==> src/hdl/crcec_pkg.sv <==
// ----------------------------------------------------------------------------
// crcec_pkg
// shared types, constants and the crc xor-network masks for the error checker
// ----------------------------------------------------------------------------
package crcec_pkg;

    localparam int DATA_W = 64;
    localparam int CRC_W  = 16;
    localparam int VEC_W  = DATA_W + CRC_W;

    // feedback taps without the leading term
    localparam logic [7:0]       POLY8  = 8'hCF;
    localparam logic [CRC_W-1:0] POLY16 = 16'h5935;

    typedef enum logic [0:0] {
        REG_CRC_MODE = 1'b0,
        REG_FIX_EN   = 1'b1
    } crcec_reg_t;

    typedef enum logic [1:0] {
        STATUS_OK        = 2'd0,
        STATUS_CORRECTED = 2'd1,
        STATUS_DETECTED  = 2'd2
    } crcec_status_t;

    typedef struct packed {
        logic              func;
        logic [DATA_W-1:0] data_word;
        logic [CRC_W-1:0]  check_in;
        logic              last_word;
    } crcec_item_t;

    typedef struct packed {
        logic [CRC_W-1:0] check_out;
        crcec_status_t    status;
    } crcec_result_t;

    // one row per crc output bit, one column per bit of {data_word, crc}
    typedef logic [CRC_W-1:0][VEC_W-1:0] crcec_mask_t;

    // bit-serial crc over one word, bit 0 first; only evaluated at elaboration
    function automatic logic [CRC_W-1:0] crc_shift(logic [CRC_W-1:0] crc_in,
                                                   logic [DATA_W-1:0] word,
                                                   logic wide);
        logic [CRC_W-1:0] c;
        logic             inv;
        c = wide ? crc_in : {8'h00, crc_in[7:0]};
        for (int i = 0; i < DATA_W; i++) begin
            inv = word[i] ^ (wide ? c[CRC_W-1] : c[7]);
            if (wide) begin
                c = {c[CRC_W-2:0], 1'b0} ^ (inv ? POLY16 : '0);
            end else begin
                c = {8'h00, c[6:0], 1'b0} ^ (inv ? {8'h00, POLY8} : '0);
            end
        end
        return c;
    endfunction

    // the shift is linear, so each output bit is the parity of a fixed subset
    function automatic crcec_mask_t build_masks(logic wide);
        crcec_mask_t      m;
        logic [VEC_W-1:0] v;
        logic [CRC_W-1:0] r;
        m = '0;
        for (int j = 0; j < VEC_W; j++) begin
            v    = '0;
            v[j] = 1'b1;
            r    = crc_shift(v[CRC_W-1:0], v[VEC_W-1:CRC_W], wide);
            for (int k = 0; k < CRC_W; k++) begin
                m[k][j] = r[k];
            end
        end
        return m;
    endfunction

    localparam crcec_mask_t MASK8  = build_masks(1'b0);
    localparam crcec_mask_t MASK16 = build_masks(1'b1);

endpackage

==> src/hdl/crcec_in_reg.sv <==
// ----------------------------------------------------------------------------
// crcec_in_reg
// input register stage holding one item until the core consumes it
// ----------------------------------------------------------------------------
module crcec_in_reg (
    input  logic                 aclk,
    input  logic                 aresetn,
    input  logic                 in_valid,
    output logic                 in_ready,
    input  crcec_pkg::crcec_item_t in_item,
    input  logic                 drain,
    output logic                 hold_valid,
    output crcec_pkg::crcec_item_t hold_item
);
    import crcec_pkg::*;

    logic        valid_reg;
    logic        valid_next;
    crcec_item_t item_reg;

    assign in_ready   = !valid_reg || drain;
    assign valid_next = (in_valid && in_ready) || (valid_reg && !drain);

    always_ff @(posedge aclk) begin
        if (!aresetn) begin
            valid_reg <= 1'b0;
        end else begin
            valid_reg <= valid_next;
        end
    end

    always_ff @(posedge aclk) begin
        if (in_valid && in_ready) begin
            item_reg <= in_item;
        end
    end

    assign hold_valid = valid_reg;
    assign hold_item  = item_reg;

endmodule

==> src/hdl/crcec_core.sv <==
// ----------------------------------------------------------------------------
// crcec_core
// running crc and weight state, word xor network and end-of-block decision
// ----------------------------------------------------------------------------
module crcec_core (
    input  logic                   aclk,
    input  logic                   aresetn,
    input  logic                   take,
    input  crcec_pkg::crcec_item_t item,
    input  logic                   crc_mode,
    input  logic                   fix_en,
    output crcec_pkg::crcec_result_t result
);
    import crcec_pkg::*;

    logic [CRC_W-1:0] crc_reg;
    logic [CRC_W-1:0] crc_next;
    logic [1:0]       ones_reg;
    logic [1:0]       ones_next;

    logic [CRC_W-1:0] crc_cur;
    logic [VEC_W-1:0] vec;
    crcec_mask_t      mask;
    logic [CRC_W-1:0] crc_new;
    logic             w_any;
    logic             w_multi;
    logic [1:0]       ones_new;
    logic [CRC_W-1:0] chk;
    logic             c_any;
    logic             c_multi;
    logic [1:0]       weight;
    crcec_status_t    status;

    // saturating weight add, capped at two
    function automatic logic [1:0] sat_add(logic [1:0] a, logic any, logic multi);
        logic [1:0] r;
        if (multi || a == 2'd2) begin
            r = 2'd2;
        end else if (any) begin
            r = a + 2'd1;
        end else begin
            r = a;
        end
        return r;
    endfunction

    assign crc_cur = crc_mode ? crc_reg : {8'h00, crc_reg[7:0]};
    assign vec     = {item.data_word, crc_cur};
    assign mask    = crc_mode ? MASK16 : MASK8;

    always_comb begin
        for (int k = 0; k < CRC_W; k++) begin
            crc_new[k] = ^(mask[k] & vec);
        end
    end

    assign w_any    = |item.data_word;
    assign w_multi  = |(item.data_word & (item.data_word - {{(DATA_W-1){1'b0}}, 1'b1}));
    assign ones_new = sat_add(ones_reg, w_any, w_multi);

    assign chk     = crc_mode ? item.check_in : {8'h00, item.check_in[7:0]};
    assign c_any   = |chk;
    assign c_multi = |(chk & (chk - {{(CRC_W-1){1'b0}}, 1'b1}));
    assign weight  = sat_add(ones_new, c_any, c_multi);

    always_comb begin
        if (!item.func) begin
            status = STATUS_OK;
        end else if (weight == 2'd1) begin
            status = fix_en ? STATUS_CORRECTED : STATUS_DETECTED;
        end else if ((crc_new ^ chk) == '0) begin
            status = STATUS_OK;
        end else begin
            status = STATUS_DETECTED;
        end
    end

    assign result.check_out = crc_new;
    assign result.status    = status;

    always_comb begin
        crc_next  = crc_reg;
        ones_next = ones_reg;
        if (take) begin
            crc_next  = item.last_word ? '0 : crc_new;
            ones_next = item.last_word ? 2'd0 : ones_new;
        end
    end

    always_ff @(posedge aclk) begin
        if (!aresetn) begin
            crc_reg  <= '0;
            ones_reg <= 2'd0;
        end else begin
            crc_reg  <= crc_next;
            ones_reg <= ones_next;
        end
    end

endmodule

==> src/hdl/crc8_crc16_error_check.sv <==
// ----------------------------------------------------------------------------
// crc8_crc16_error_check
// m_tvalid rises once a last item has passed the input and result registers
// throughput: one item per cycle, held while a last item waits on a full result
//   register; the 80-input xor network per crc bit sets the cycle, one word
//   fully folded into the crc register each cycle
// reset: synchronous active-low aresetn clears crc, weight, config, valids
// ----------------------------------------------------------------------------
module crc8_crc16_error_check (
    input  logic        aclk,
    input  logic        aresetn,
    // input items
    input  logic        s_tvalid,
    output logic        s_tready,
    input  logic [79:0] s_tdata,   // [63:0] data_word, [79:64] check_in
    input  logic        s_tlast,   // last_word
    input  logic        s_tuser,   // func
    // result items
    output logic        m_tvalid,
    input  logic        m_tready,
    output logic [23:0] m_tdata,   // [15:0] check_out, [17:16] status, rest zero
    // configuration writes
    input  logic        cfg_wr_en,
    input  logic        cfg_addr,
    input  logic        cfg_wr_data
);
    import crcec_pkg::*;

    crcec_item_t   in_item;
    crcec_item_t   hold_item;
    logic          hold_valid;
    logic          out_free;
    logic          take;
    logic          emit;
    crcec_result_t core_result;

    logic          crc_mode_reg;
    logic          crc_mode_next;
    logic          fix_en_reg;
    logic          fix_en_next;
    logic          m_valid_reg;
    logic          m_valid_next;
    crcec_result_t m_result_reg;

    // configuration registers: the user writes them only while idle, the block does not enforce this
    always_comb begin
        crc_mode_next = crc_mode_reg;
        fix_en_next   = fix_en_reg;
        if (cfg_wr_en) begin
            case (crcec_reg_t'(cfg_addr))
                REG_CRC_MODE: crc_mode_next = cfg_wr_data;
                REG_FIX_EN:   fix_en_next   = cfg_wr_data;
                default:      ;
            endcase
        end
    end

    always_ff @(posedge aclk) begin
        if (!aresetn) begin
            crc_mode_reg <= 1'b0;
            fix_en_reg   <= 1'b0;
        end else begin
            crc_mode_reg <= crc_mode_next;
            fix_en_reg   <= fix_en_next;
        end
    end

    // unpack the stream payload into an item
    assign in_item.func      = s_tuser;
    assign in_item.data_word = s_tdata[DATA_W-1:0];
    assign in_item.check_in  = s_tdata[VEC_W-1:DATA_W];
    assign in_item.last_word = s_tlast;

    // a non-last item only updates state, so it always moves on;
    // a last item needs the output register to be free
    assign out_free = !m_valid_reg || m_tready;
    assign take     = hold_valid && (!hold_item.last_word || out_free);
    assign emit     = take && hold_item.last_word;

    crcec_in_reg u_in_reg (
        .aclk       (aclk),
        .aresetn    (aresetn),
        .in_valid   (s_tvalid),
        .in_ready   (s_tready),
        .in_item    (in_item),
        .drain      (take),
        .hold_valid (hold_valid),
        .hold_item  (hold_item)
    );

    crcec_core u_core (
        .aclk     (aclk),
        .aresetn  (aresetn),
        .take     (take),
        .item     (hold_item),
        .crc_mode (crc_mode_reg),
        .fix_en   (fix_en_reg),
        .result   (core_result)
    );

    // output register, parts the result side from the input side
    assign m_valid_next = emit || (m_valid_reg && !m_tready);

    always_ff @(posedge aclk) begin
        if (!aresetn) begin
            m_valid_reg <= 1'b0;
        end else begin
            m_valid_reg <= m_valid_next;
        end
    end

    always_ff @(posedge aclk) begin
        if (emit) begin
            m_result_reg <= core_result;
        end
    end

    assign m_tvalid = m_valid_reg;
    assign m_tdata  = {6'd0, m_result_reg.status, m_result_reg.check_out};

endmodule

==> config.mk <==
export PLATFORM = sky130hd
export DESIGN_NAME = crc8_crc16_error_check
export DESIGN_NICKNAME = d
export VERILOG_FILES = /design/src/hdl/crcec_pkg.sv /design/src/hdl/crcec_in_reg.sv /design/src/hdl/crcec_core.sv /design/src/hdl/crc8_crc16_error_check.sv
export SDC_FILE = /design/constraint.sdc
export NUM_CORES = 1
export LEC_CHECK = 0
export BUFFER_PORTS_ARGS = -buffer_cell sky130_fd_sc_hd__buf_4
export CAP_MARGIN = 20
export CORE_MARGIN = 5
export CORE_UTILIZATION = 45
export DETAILED_ROUTE_END_ITERATION = 16
export GPL_ROUTABILITY_DRIVEN = 0
export GPL_TIMING_DRIVEN = 0
export SETUP_SLACK_MARGIN = 0.05
export SYNTH_ARGS = -nofsm -noshare
export SYNTH_HDL_FRONTEND = slang
export SYNTH_SLANG_ARGS = --single-unit
==> constraint.sdc <==
create_clock -name aclk -period 8.2 [get_ports aclk]
set_input_delay 1.64 -clock aclk [delete_from_list [all_inputs] [get_ports aclk]]
set_output_delay 1.64 -clock aclk [all_outputs]
set_load 0.02 [all_outputs]
### Word level (Yosys, flattened, before mapping)

Index checks and enable logic that the tools add are counted.

| operators by class | value |
|---|---|
| reductions and logical operators | 40 |
| bitwise gates (word level) | 20 |
| equal/unequal tests | 3 |
| add/sub/neg operators | 4 |
| multiplexer cells | 12 |

Operator list:

| kind | number |
|---|---|
| $and 80x80->80 | 16 |
| $reduce_xor 80->1 | 16 |
| $mux 1279 | 1 |
| $reduce_or 64->1 | 2 |
| $and 64x64->64 | 1 |
| $sub 64x1->64 const B | 1 |
| $mux 16 | 3 |
| $reduce_or 16->1 | 2 |
| $and 16x16->16 | 1 |
| $logic_not 16->1 | 1 |
| $mux 2 | 8 |
| $sub 16x1->16 const B | 1 |
| $xor 16x16->16 | 1 |
| $logic_or 1x1->1 | 7 |
| $logic_and 1x1->1 | 5 |
| $logic_not 1->1 | 5 |
| $add 2x1->2 const B | 2 |
| $eq 2x2->1 const B | 2 |
| $reduce_and 2->1 | 2 |
| $eq 2x1->1 const B | 1 |
| $not 1->1 | 1 |

| storage, ports and cells | value |
|---|---|
| bits of input ports | 89 |
| register bits after elaboration | 122 |
| word-level logic and storage cells | 91 |
| output and inout port bits | 26 |

### Logic depth before layout (Yosys ltp)

Gate-level depths: netlist of the first run.

| logic depth | value |
|---|---|
| depth in word-level cells | 10 |
| mapped depth | 18 |
| gate-level depth less buffers | 16 |

### By module

Synthesis of the first run repeated with hierarchy kept, for this count alone.

| second synthesis, totals | value |
|---|---|
| cell total of the unflattened synthesis | 1,122 |
| area total of the unflattened synthesis | 11,518.5 µm² |

Modules (own cells, without submodules):

| module | times used | seq. area each (µm²) | area each (µm²) | cells an instance |
|---|---|---|---|---|
| crcec_core | 1 | 360.3 | 8,272.9 | 994 |
| crcec_in_reg | 1 | 2,482.4 | 2,519.9 | 87 |
| crc8_crc16_error_check | 1 | 600.6 | 725.7 | 41 |

### Worst setup path after synthesis of the first run

Ideal clock, no wire load.

| timing | value |
|---|---|
| path kind | input to register |
| from | input port m_tready |
| to | register u_in_reg.item_reg, in the netlist u_in_reg.hold_item[0], enable pin |
| setup time | 571 ps |
| required time | 7,629 ps |
| data arrival time | 5,842 ps |
| stages on the path | 2 |
| path slack | 1,787 ps |
| cells stage by stage | nor2b_1 a31oi_1 |

| between the ends | value |
|---|---|
| longest elaborated chain between the ends | 5 |

RTL lines:

| element | RTL line | source |
|---|---|---|
| from (decl) | crc8_crc16_error_check.sv:20 | `input logic m_tready,` |
| $logic_or 1x1->1 | crc8_crc16_error_check.sv:76 | `assign out_free = !m_valid_reg \|\| m_tready;` |
| $logic_or 1x1->1 | crc8_crc16_error_check.sv:77 | `assign take = hold_valid && (!hold_item.last_word \|\| out_free);` |
| $logic_and 1x1->1 | crc8_crc16_error_check.sv:77 |  |
| $logic_or 1x1->1 | crcec_in_reg.sv:21 | `assign in_ready = !valid_reg \|\| drain;` |
| $logic_and 1x1->1 | crcec_in_reg.sv:33 | `if (in_valid && in_ready) begin` |
| to (signal assigned) | crcec_in_reg.sv:34 | `item_reg <= in_item;` |
| to (decl) | crcec_in_reg.sv:19 | `crcec_item_t item_reg;` |

Every way passes these cells.
A chain may end at the register's enable or synchronous reset.

### Final worst setup path of the first run

| timing | value |
|---|---|
| from | register u_in_reg.item_reg, in the netlist u_in_reg.hold_item[64] |
| to | register m_result_reg, in the netlist m_tdata[17], data pin |

| between the ends | value |
|---|---|
| longest elaborated chain between the ends | 10 |
| elaborated cells between the ends (all ways) | 49 |
| those cells by class | 2 x add/sub; 2 x eq/ne; 6 x mux; 18 x bitwise; 21 x reduce/logical |

RTL lines:

| element | RTL line | source |
|---|---|---|
| $sub 64x1->64 | crcec_core.sv:58 | `assign w_multi = \|(item.data_word & (item.data_word - {{(DATA_W-1){1'b0}}, 1'b1}));` |
| $and 64x64->64 | crcec_core.sv:58 |  |
| $reduce_or 64->1 | crcec_core.sv:58 |  |
| $logic_or 1x1->1 | crcec_core.sv:37 | `if (multi \|\| a == 2'd2) begin` |
| $mux 2 | crcec_core.sv:37 |  |
| $add 2x1->2 or $eq 2x2->1 (tied branches) | crcec_core.sv:40, crcec_core.sv:37 |  |
| $mux 2 or $logic_or 1x1->1 (tied branches) | crcec_core.sv:39, crcec_core.sv:37 |  |
| $mux 2 | crcec_core.sv:37 |  |
| $eq 2x1->1 | crcec_core.sv:69 | `end else if (weight == 2'd1) begin` |
| $mux 2 (*) | crcec_core.sv:69 |  |
| to (signal assigned) | crc8_crc16_error_check.sv:114 | `m_result_reg <= core_result;` |
| to (decl) | crc8_crc16_error_check.sv:43 | `crcec_result_t m_result_reg;` |

Mark *: on every way between the ends. The rest lies on a longest branch, timed or not.

==> results of run 1 <==
[cell usage in the layout, fill, tap and decap left out, types with 4 or more instances in the layout]
cell type    n
xnor2_1    294
buf_4      114
edfxtp_1   100
xor2_1      97
clkbuf_1    73
inv_1       46
xnor3_1     44
nand2_1     41
nor2_1      33
mux2i_1     33
o21ai_0     26
nor3_1      23
dfxtp_1     22
a21oi_1     21
ha_1        21
nor2b_1     19
nand3_1     18
nand4_1     17
clkbuf_16   17
nor4_1      14
a22oi_1     12
buf_1       11
or3_1       10
and2_1       9
a31oi_1      9
or4_1        7
a21boi_0     7
or2_2        6
conb_1       6
nor4b_1      5
nor3b_1      5
o31ai_1      5
o21a_1       5
inv_6        5
o41ai_1      4
maj3_1       4
inv_8        4
[cell families (layout without fill, tap and decap cells)]
| family | Yosys count | count (layout) |
|---|---|---|
| buffers and inverters | 141 | 285 |
| AOI/OAI and AO/OA | 132 | 132 |
| other | 1 | 6 |
| muxes | 34 | 34 |
| DFF | 122 | 122 |
| xor gates and xnor gates | 438 | 438 |
| adders and majority gates | 25 | 25 |
| and+or+nand+nor | 228 | 228 |
[final timing paths]
path,end,cells after the start
setup / recovery,m_tdata[17],17
hold / removal,fix_en_reg,2
setup reg to reg,m_tdata[17],17
hold reg to reg,fix_en_reg,2
[Yosys cell counts, types with 4 or more instances]
cell type | number | share of area [%]
nor3b_1 | 5 | 0.33
inv_1 | 46 | 1.5
maj3_1 | 4 | 0.35
o41ai_1 | 4 | 0.31
o31ai_1 | 5 | 0.33
nand4_1 | 17 | 0.93
mux2i_1 | 33 | 2.9
nor3_1 | 23 | 1.0
clkbuf_1 | 73 | 2.4
a21oi_1 | 21 | 0.92
or2_2 | 6 | 0.33
and2_1 | 9 | 0.49
a21boi_0 | 7 | 0.46
nand3_1 | 18 | 0.79
nor4b_1 | 5 | 0.38
o21a_1 | 5 | 0.33
xnor2_1 | 294 | 23
nor2_1 | 34 | 1.1
nand2_1 | 41 | 1.4
xor2_1 | 97 | 7.5
edfxtp_1 | 100 | 26
a31oi_1 | 10 | 0.55
o21ai_0 | 26 | 1.1
nor4_1 | 14 | 0.77
or4_1 | 7 | 0.46
or3_1 | 10 | 0.55
buf_1 | 11 | 0.36
buf_4 | 6 | 0.40
nor2b_1 | 19 | 1.0
dfxtp_1 | 22 | 3.9
xnor3_1 | 44 | 8.7
ha_1 | 21 | 2.3
a22oi_1 | 12 | 0.79
[report_power, final]
part	leakage, uW	total [uW]	switching [uW]	internal, uW
logic	0.00363	2120	1120	1000
registers	0.00115	794	26.2	768
clock network	0.000279	772	342	429
total	0.00505	3690	1490	2200
[worst max-delay path, stage by stage (launching register included)]
cell and delay (ns):
edfxtp_1 0.35, clkbuf_1 0.29, inv_1 0.39, ha_1 0.26, or3b_2 0.49, or3_1 0.37, o21ai_0 0.48, nand4_1 0.14
or4_1 0.59, a211oi_1 0.37, nand2_1 0.25, nor2_1 0.21, inv_1 0.06, ha_1 0.20, a31oi_1 0.25, o211ai_1 0.19
a211o_1 0.28, a221oi_2 0.28
[per-stage QoR]
step	worst slack (ns)	hold WS [ns]	instance area, um2	instances	utilization [%]
floorplan	1.79	0.443	11400	1126	-
global placement	0.0000382	0.461	12600	1564	50.4
detailed placement	2.80	0.464	12700	1568	50.9
CTS	2.76	0.475	13300	1600	53.2
global route	2.32	0.491	13300	1600	53.2
finish	2.57	0.471	13300	1600	53.2
[area by class of cell]
cell class / count / share of cell area (%)
plain buffers: 94 / 2.95
clock buffers: 17 / 3.20
clock inverters: 15 / 1.17
inverters: 47 / 1.33
multi-input cells: 863 / 55.6
flip-flops and latches: 122 / 25.9
well taps: 330 / 3.10
repair buffers: 112 / 6.77
[routing by layer]
layer  share of wire (%)  vias up
met5                   0        -
met2                  42      649
met4                 3.8        0
li1                    -     4134
met3                  12      104
met1                  42     4423
==> results.md, run 1 <==
* GR Util met3 at between 6 and 7%
* Initial Utilization at 45.5%
* Root Driver: clkbuf_16
* Die X at approximately 170 um
* TritonCTS clock tree: yes
* Slew margin rel. at 28.3%
* Hold_buf cts at 0
* VDD IR-drop max at 0.153 mV
* Post-synthesis xor/xnor area fraction at roughly two fifths
* Status: finished clean
* Multi-input logic area at between 7000 and 8000 um2
* Drt wl/cell at around 25 um
* Final TNS setup at 0 ns
* Mux contribution to synthesized area at roughly 3.0%
* Library cells used by synthesis at 81
* Post-CTS setup buffer count at 0
* Post-cts resize count at 0
* Largest family of logic cells by synthesized area: XOR/XNOR gates
* Final setup fails at 0
* GRT Residual Overflow at 0
* Antenna violations before repair at 0
* Io pins at between 100 and 150
* Largest net degree at the start of global routing at 30
* Share of cells above drive strength 1 at 14.3%
* Clock H-tree levels at 4
* Post-synth ARST share at 0%
* Final net count at 1367
* Area grow syn2layout at 17.0%
* Max-cap violation count at 0
* Site Rows at just under 60
* Worst hold path type: flop to flop
* Post-route ant nets at 0
* TritonCTS Buffers at 17
* CTS max path bufs at 2
* RSZ-0062 raised after global routing: no
* Number of I/O port buffers at 108
* Sequential share of the synthesized area at 30.2%
* Number of synthesized flops with an enable pin at 100
* Cell area after synthesis at roughly 11000 um2
* Data arrival time of the critical path at 5.89 ns
* GRT met1 Usage at between 40 and 50%
* Hold wc startpoint: fix_en_reg
* DRT Pass-1 Iters at 7
* Top FF cell, synth: edfxtp_1
* Antenna diodes at 0
* Die area at approximately 29000 um2
* Filler cells at around 2300
* Overall Global Routing Usage at between 20% and 30%
* Setup crit start: u_in_reg.hold_item[64]
* GR peak layer: met1
* Maximum clock frequency at 0.178 GHz
* Tcrit/Tclk final at 68.7%
* Worst Setup End Kind: flop
* Vias in the first global route at about 9000
* Worst-path fanout max at 7
* Max reg flops at 82
* Final wirelength at roughly 40 mm
* Post-Synth Adder-Cell Area at 2.66%
* Storage element area at roughly 3400 um2
* Final setup skew at around 0.0064 ns
* #FFs+latches synth at 122
* Pwr Total at around 3700 uW
* Fin. max-slew vios at 0
* Worst R2R Start: u_in_reg.hold_item[64]
* Post-Synthesis Cells at between 1000 and 1500
* R2R Setup Slk at around 2.6 ns
* Total clock sinks at 122
* DRC at 0
* Core footprint at around 25000 um2
* YS warnings at 0
* Clk slew on worst S/H paths at 0.07 ns
* DRT iter0 DRCs at 1479
* Clock Latency Late Sink at between 0.4 and 0.5 ns
* Minimum clock period at ~5.6 ns
* Compound-Gate Fraction of Synth Area at 8.22%
* Worst path required time at 8.46 ns
* P_leak at ~0.0051 uW
* Hpwl dp at around 30 mm
* Power Density at between 200 and 300 nW/um2
* DR vias at just over 9000
* Via-to-Cell Ratio at about 5.8
* First-pass GRT wire length at 58.2 mm
* M2 GR Usage at 40.3%
* Startpoint types: flop
* Post-Synth Simple-Gate Area at a little under an eighth
* Post-synthesis area per instance at slightly above 10 um2
* Critical path type: flop to flop
* Final Hold Fails at 0
* Worst-margin pin slew at about 1.1 ns
* Die Y at roughly 170 um
(Power assumes the default switching activity.)
==> inputs of run 2 (changes only) <==
==> constraint.sdc (replaced) <==
create_clock -name aclk -period 5.5 [get_ports aclk]
set_input_delay 1.1 -clock aclk [delete_from_list [all_inputs] [get_ports aclk]]
set_output_delay 1.1 -clock aclk [all_outputs]
set_load 0.02 [all_outputs]
==> run 2 against run 1 <==
  * Global-route usage is 0.40 points lower
  * Die area unchanged
  * Total power rose by 50%
==> results.md, run 2 (synthesis results as in run 1) <==
* Final Hold Fails at 0 (unchanged)
* Die area at 28600 um2 (unchanged)
* GRT met1 Usage at 38.5% (-2.0 points)
* Most frequent cells in the layout: 294 x xnor2_1, 114 x buf_4, 100 x edfxtp_1, 97 x xor2_1, 73 x clkbuf_1
* Fin. max-slew vios at 0 (unchanged)
* Hold slack at 0.484 ns (+0.0134 ns)
* M2 GR Usage at 39.8% (-0.50 points)
* Max-cap violation count at 0 (unchanged)
* Status: finished clean
* Pwr Total at 5540 uW (+50%)
* Critical path type: flop to flop
* RSZ-0062 raised after global routing: no
* CTS max path bufs at 2 (unchanged)
* Worst-path fanout max at 10 (+3)
* First-pass GRT wire length at 56.9 mm (-2.2%)
* Slew margin rel. at 28.1% (-0.21 points)
* Largest net degree at the start of global routing at 30 (unchanged)
* Io pins at 115 (unchanged)
* DRC at 0 (unchanged)
* DR vias at 9293 (-0.18%)
* Antenna violations before repair at 0 (unchanged)
* Root Driver: clkbuf_16
* TritonCTS Buffers at 17 (unchanged)
* DRT iter0 DRCs at 1325 (-10%)
* RR Endpoint: m_tdata[17]
* R2R Setup Slk at 0.06 ns (-2.51 ns)
* Number of I/O port buffers at 108 (unchanged)
* TritonCTS clock tree: yes
* Die Y at 169 um (unchanged)
* WHS Path Cells at 2 (unchanged)
* Tcrit/Tclk final at 98.9% (+30 points)
* CP cell instances: clkbuf_2 -> inv_1 -> ha_1 -> or4b_4 -> or4_4 -> or3_4 -> or4_4 -> or3_1 -> a22oi_2 -> nand4_2 -> nor2_1 -> inv_1 -> ha_1 -> a31oi_1 -> o211ai_1 -> a211o_1 -> a221oi_2
* DRT Pass-1 Iters at 7 (unchanged)
* Max incr delay on CP at 0.53 ns (-0.06 ns)
* VDD IR-drop max at 0.259 mV (+69%)
* Power Density at 415 nW/um2 (+50%)
* Most common cell after layout, fill and taps aside: xnor2_1
* GRT Residual Overflow at 0 (unchanged)
* Post-route ant nets at 0 (unchanged)
* Register-to-Register Path Depth at 17 (unchanged)
* Worst path slowest cell: or4_4
* Via-to-Cell Ratio at 5.81 (-0.12%)
* Final setup fails at 0 (unchanged)
* GR Util met3 at 7.36% (+1.3 points)
* Worst Setup End Kind: flop
* Filler cells at 2303 (+1.5%)
* Storage element area at 3440 um2 (unchanged)
* Minimum clock period at 5.44 ns (-0.192 ns)
* Vias in the first global route at 8745 (-3.0%)
* Initial Utilization at 45.5% (unchanged)
* Final net count at 1366 (-0.073%)
* Multi-input logic area at 7410 um2 (+0.10%)
* Worst path required time at 5.77 ns (-2.69 ns)
* Hold endpoint: fix_en_reg
* Worst hold path type: flop to flop
* Core footprint at 25000 um2 (unchanged)
* Data arrival time of the critical path at 5.70 ns (-0.19 ns)
* Max reg flops at 82 (unchanged)
* P_leak at 0.00508 uW (+0.44%)
* Worst R2R Start: u_in_reg.hold_item[46]
* Worst-margin pin slew at 1.08 ns (+0.00312 ns)
* Overall Global Routing Usage at 27.3% (-0.40 points)
* Clk slew on worst S/H paths at 0.07 ns (about the same)
* Clock Latency Late Sink at 0.45 ns (about the same)
* Site Rows at 58 (unchanged)
* Antenna diodes at 0 (unchanged)
* Hold_buf cts at 0 (unchanged)
* Area grow syn2layout at 17.3%
* Total clock sinks at 122 (unchanged)
* Hpwl dp at 30.1 mm (about the same)
* Drt wl/cell at 25.0 um (about the same)
* Final TNS setup at 0 ns (unchanged)
* Final setup skew at 0.0188 ns (+0.0124 ns)
* Maximum clock frequency at 0.184 GHz (+3.5%)
* GR peak layer: met2
* Share of cells above drive strength 1 at 14.5% (+0.17 points)
* Die X at 169 um (unchanged)
* Final Util at 53.3% (+0.14 points)
* Startpoint types: flop
* Final wirelength at 40.0 mm (about the same)
* Clock H-tree levels at 4 (unchanged)
* Hold wc startpoint: fix_en_reg
-- run 2: changes by cell type in the layout (fill, tap and decap cells not counted), moves of 2 or more --
cell,change
inv_8,-2
clkinvlp_4,-2
clkinv_4,+3
inv_6,-2
bufinv_16,+2
-- run 2: repair_timing --
item | 4_1_cts | 5_1_grt
buffers inserted | 0 | 0
endpoints found under the setup margin | 0 | 2
endpoints found under the hold margin | 0 | 0
gates resized for setup | 0 | 4
-- run 2: where the power goes --
group / internal (uW) / total (uW) / switching, uW
Combinational: 1490 / 3130 / 1640
Clock: 725 / 1220 / 493
Sequential: 1150 / 1190 / 42.4
Total: 3360 / 5540 / 2180
-- run 2: how the worst max path moves through the flow --
stage,start,endpoint,cells after the start,slack (ns)
after detailed placement,u_in_reg.hold_item[46],m_tdata[17],17,0.10
final,u_in_reg.hold_item[46],m_tdata[17],17,0.06
after floorplan,u_in_reg.hold_item[46],m_tdata[17],17,0.95
after CTS,u_in_reg.hold_item[46],m_tdata[17],17,0.06
after global routing,u_in_reg.hold_item[46],m_tdata[17],17,0.05
after global placement,u_in_reg.hold_item[64],m_tdata[17],17,0.07
-- run 2: metal layers --
metal  vias to the layer above  wire (um)  share of wire, %
met5                         -          0                 0
met4                         0       1790               4.5
met3                       108       4950                12
met2                       635      16900                42
met1                      4418      16400                41
li1                       4132          -                 -
-- run 2: layout make-up --
type / instances / share of cell area [%]
repair buffers: 112 / 6.72
flip-flops and latches: 122 / 25.8
well taps: 330 / 3.09
clock buffers: 18 / 3.21
clock inverters: 14 / 1.40
plain buffers: 93 / 2.92
multi-input cells: 863 / 55.5
inverters: 47 / 1.32
-- run 2: metrics by stage --
stage | instances | cell area [um2] | setup WS [ns]
after floorplan | 1126 | 11400 | 0.947
after global placement | 1564 | 12600 | 0.0720
after detailed placement | 1568 | 12700 | 0.101
after CTS | 1600 | 13300 | 0.0632
after global routing | 1599 | 13400 | 0.0542
final | 1599 | 13400 | 0.0610
-- run 2: worst max-delay path: cells and delay by family (launching register included) --
kind | cells | cell delay (ns)
adders and majority gates | 2 | 0.40
and+or+nand+nor | 7 | 2.67
buffers and inverters | 3 | 0.48
DFF | 1 | 0.45
AOI/OAI and AO/OA | 5 | 1.27
==> inputs of run 3 (changes only) <==
--- a/config.mk
+++ b/config.mk
@@ -7,11 +7,14 @@
 export LEC_CHECK = 0
 export BUFFER_PORTS_ARGS = -buffer_cell sky130_fd_sc_hd__buf_4
 export CAP_MARGIN = 20
+export CELL_PAD_IN_SITES_DETAIL_PLACEMENT = 0
+export CELL_PAD_IN_SITES_GLOBAL_PLACEMENT = 1
 export CORE_MARGIN = 5
 export CORE_UTILIZATION = 45
 export DETAILED_ROUTE_END_ITERATION = 16
 export GPL_ROUTABILITY_DRIVEN = 0
 export GPL_TIMING_DRIVEN = 0
+export PLACE_DENSITY_LB_ADDON = 0.1
 export SETUP_SLACK_MARGIN = 0.05
 export SYNTH_ARGS = -nofsm -noshare
 export SYNTH_HDL_FRONTEND = slang
==> run 3 against run 2 <==
  * Non-clock buffer count grew 3
  * Largest power group unchanged
  * Maximum frequency grew 1.6%
  * Utilization grew 0.40 points
  * Sequential share of layout area shrank 0.19 points
==> results.md, run 3 (synthesis results as in run 1) <==
* WHS Path Cells at 2 (unchanged)
* Share of cells above drive strength 1 at 15.5% (+0.99 points)
* Setup crit start: u_in_reg.hold_item[22]
* Worst R2R Start: u_in_reg.hold_item[22]
* Final instance area at 13500 um2 (+0.76%)
* Placed inst area at 12700 um2 (about the same)
* Worst-path fanout max at 9 (-1)
* RSZ-0062 raised after global routing: no
* Status: finished clean
* Hold endpoint: fix_en_reg
* Slew margin rel. at 31.5% (+3.4 points)
* Die X at 169 um (unchanged)
* Tcrit/Tclk final at 97.4% (-1.5 points)
* Core footprint at 25000 um2 (unchanged)
* TritonCTS Buffers at 17 (unchanged)
* Hpwl dp at 31.0 mm (+3.0%)
* Max-cap violation count at 0 (unchanged)
* Startpoint types: flop
* Data arrival time of the critical path at 5.62 ns (-0.08 ns)
* Post-route ant nets at 0 (unchanged)
* Die area at 28600 um2 (unchanged)
* Clock Latency Late Sink at 0.44 ns (about the same)
* Final setup skew at 0.0148 ns (-0.00402 ns)
* P_leak at 0.00512 uW (+0.79%)
* Hold_buf cts at 0 (unchanged)
* Io pins at 115 (unchanged)
* Final setup fails at 0 (unchanged)
* Final Hold Fails at 0 (unchanged)
* DR vias at 9184 (-1.2%)
* Overall Global Routing Usage at 28.5% (+1.2 points)
* Via-to-Cell Ratio at 5.73 (-1.4%)
* DRT iter0 DRCs at 993 (-25%)
* Fin. max-slew vios at 0 (unchanged)
* First-pass GRT wire length at 59.3 mm (+4.2%)
* GRT Residual Overflow at 0 (unchanged)
* TritonCTS clock tree: yes
* Worst hold path type: flop to flop
* Antenna violations before repair at 0 (unchanged)
* Most common cell after layout, fill and taps aside: xnor2_1
* Worst Setup End Kind: flop
* Max reg flops at 82 (unchanged)
* VDD IR-drop max at 0.368 mV (+42%)
* Total clock sinks at 122 (unchanged)
* Clock H-tree levels at 4 (unchanged)
* Worst path required time at 5.77 ns (about the same)
* Critical path type: flop to flop
* Hold wc startpoint: fix_en_reg
* Maximum clock frequency at 0.187 GHz (+1.6%)
* Drt wl/cell at 25.7 um (+2.6%)
* Worst-margin pin slew at 1.03 ns (-0.0505 ns)
* Minimum clock period at 5.36 ns (-0.0831 ns)
* Largest net degree at the start of global routing at 30 (unchanged)
* DRT Pass-1 Iters at 7 (unchanged)
* Clk slew on worst S/H paths at 0.06 ns (about the same)
* DRC at 0 (unchanged)
* CTS max path bufs at 2 (unchanged)
* Final Util at 53.7% (+0.40 points)
* Antenna diodes at 0 (unchanged)
* Initial Utilization at 45.5% (unchanged)
* RR Endpoint: m_tdata[17]
* Final net count at 1369 (+0.22%)
* R2R Setup Slk at 0.14 ns (+0.08 ns)
* Final wirelength at 41.1 mm (+2.8%)
* Vias in the first global route at 8965 (+2.5%)
* Power Density at 420 nW/um2 (+1.3%)
* Root Driver: clkbuf_16
* Site Rows at 58 (unchanged)
* Register-to-Register Path Depth at 17 (unchanged)
* Number of I/O port buffers at 108 (unchanged)
* Area grow syn2layout at 18.2%
* Most frequent cells in the layout: 294 x xnor2_1, 121 x buf_4, 100 x edfxtp_1, 97 x xor2_1, 69 x clkbuf_1
* Die Y at 169 um (unchanged)
-- run 3: through the flow --
step                      instances  power, uW  worst slack, ns  hold slack (ns)  setup TNS [ns]
after global placement         1564       4320           -0.336            0.455          -0.526
after global routing           1602       5880           0.0677            0.510               0
after floorplan                1126       3530            0.947            0.443               0
after CTS                      1600       5630            0.148            0.472               0
final                          1602       5660            0.144            0.467               0
after detailed placement       1568       4330           -0.276            0.464          -0.459
-- run 3: cell type report --
cell class	count	area, um2
inverters	47	176
well taps	330	413
repair buffers	118	938
plain buffers	90	383
flip-flops and latches	122	3440
clock buffers	18	429
multi-input cells	863	7460
clock inverters	14	210
fillers	2323	11600
-- run 3: worst max path at each step --
stage	endpoint	cells after the start	slack, ns
2_1_floorplan	m_tdata[17]	17	0.95
3_3_place_gp	m_tdata[17]	15	-0.34
3_5_place_dp	m_tdata[17]	15	-0.28
4_1_cts	m_tdata[17]	17	0.15
5_1_grt	m_tdata[17]	16	0.07
6_report	m_tdata[17]	17	0.14
-- run 3: power by group --
group	switching (uW)	internal, uW
registers	45.6	1140
logic	1690	1500
clock network	505	773
-- run 3: repair_timing --
action                     CTS  global route
buffers inserted             2             4
pin swaps                    2             1
cloned                       0             0
setup endpoints to repair    2             2
resized for setup            6            11
-- run 3: worst max-delay path: stages, from the launching register on --
cell	delay [ns]
edfxtp_1	0.33
clkbuf_1	0.68
inv_1	0.16
ha_1	0.26
o41ai_2	0.12
nand4_1	0.31
nor4_1	0.59
o21bai_1	0.21
a221o_1	0.43
a211oi_2	0.43
nand2_1	0.18
nor2_2	0.17
inv_1	0.06
ha_1	0.22
a31oi_4	0.20
o211ai_1	0.24
a211o_1	0.31
a221oi_2	0.26
-- run 3: metal layers --
metal | part of all wire (%) | track usage [%] | vias up
li1 | - | - | 4140
met1 | 43 | 40.7 | 4428
met2 | 43 | 42.3 | 534
met3 | 10 | 6.52 | 82
met4 | 3.3 | 10.4 | 0
met5 | 0 | 0 | -
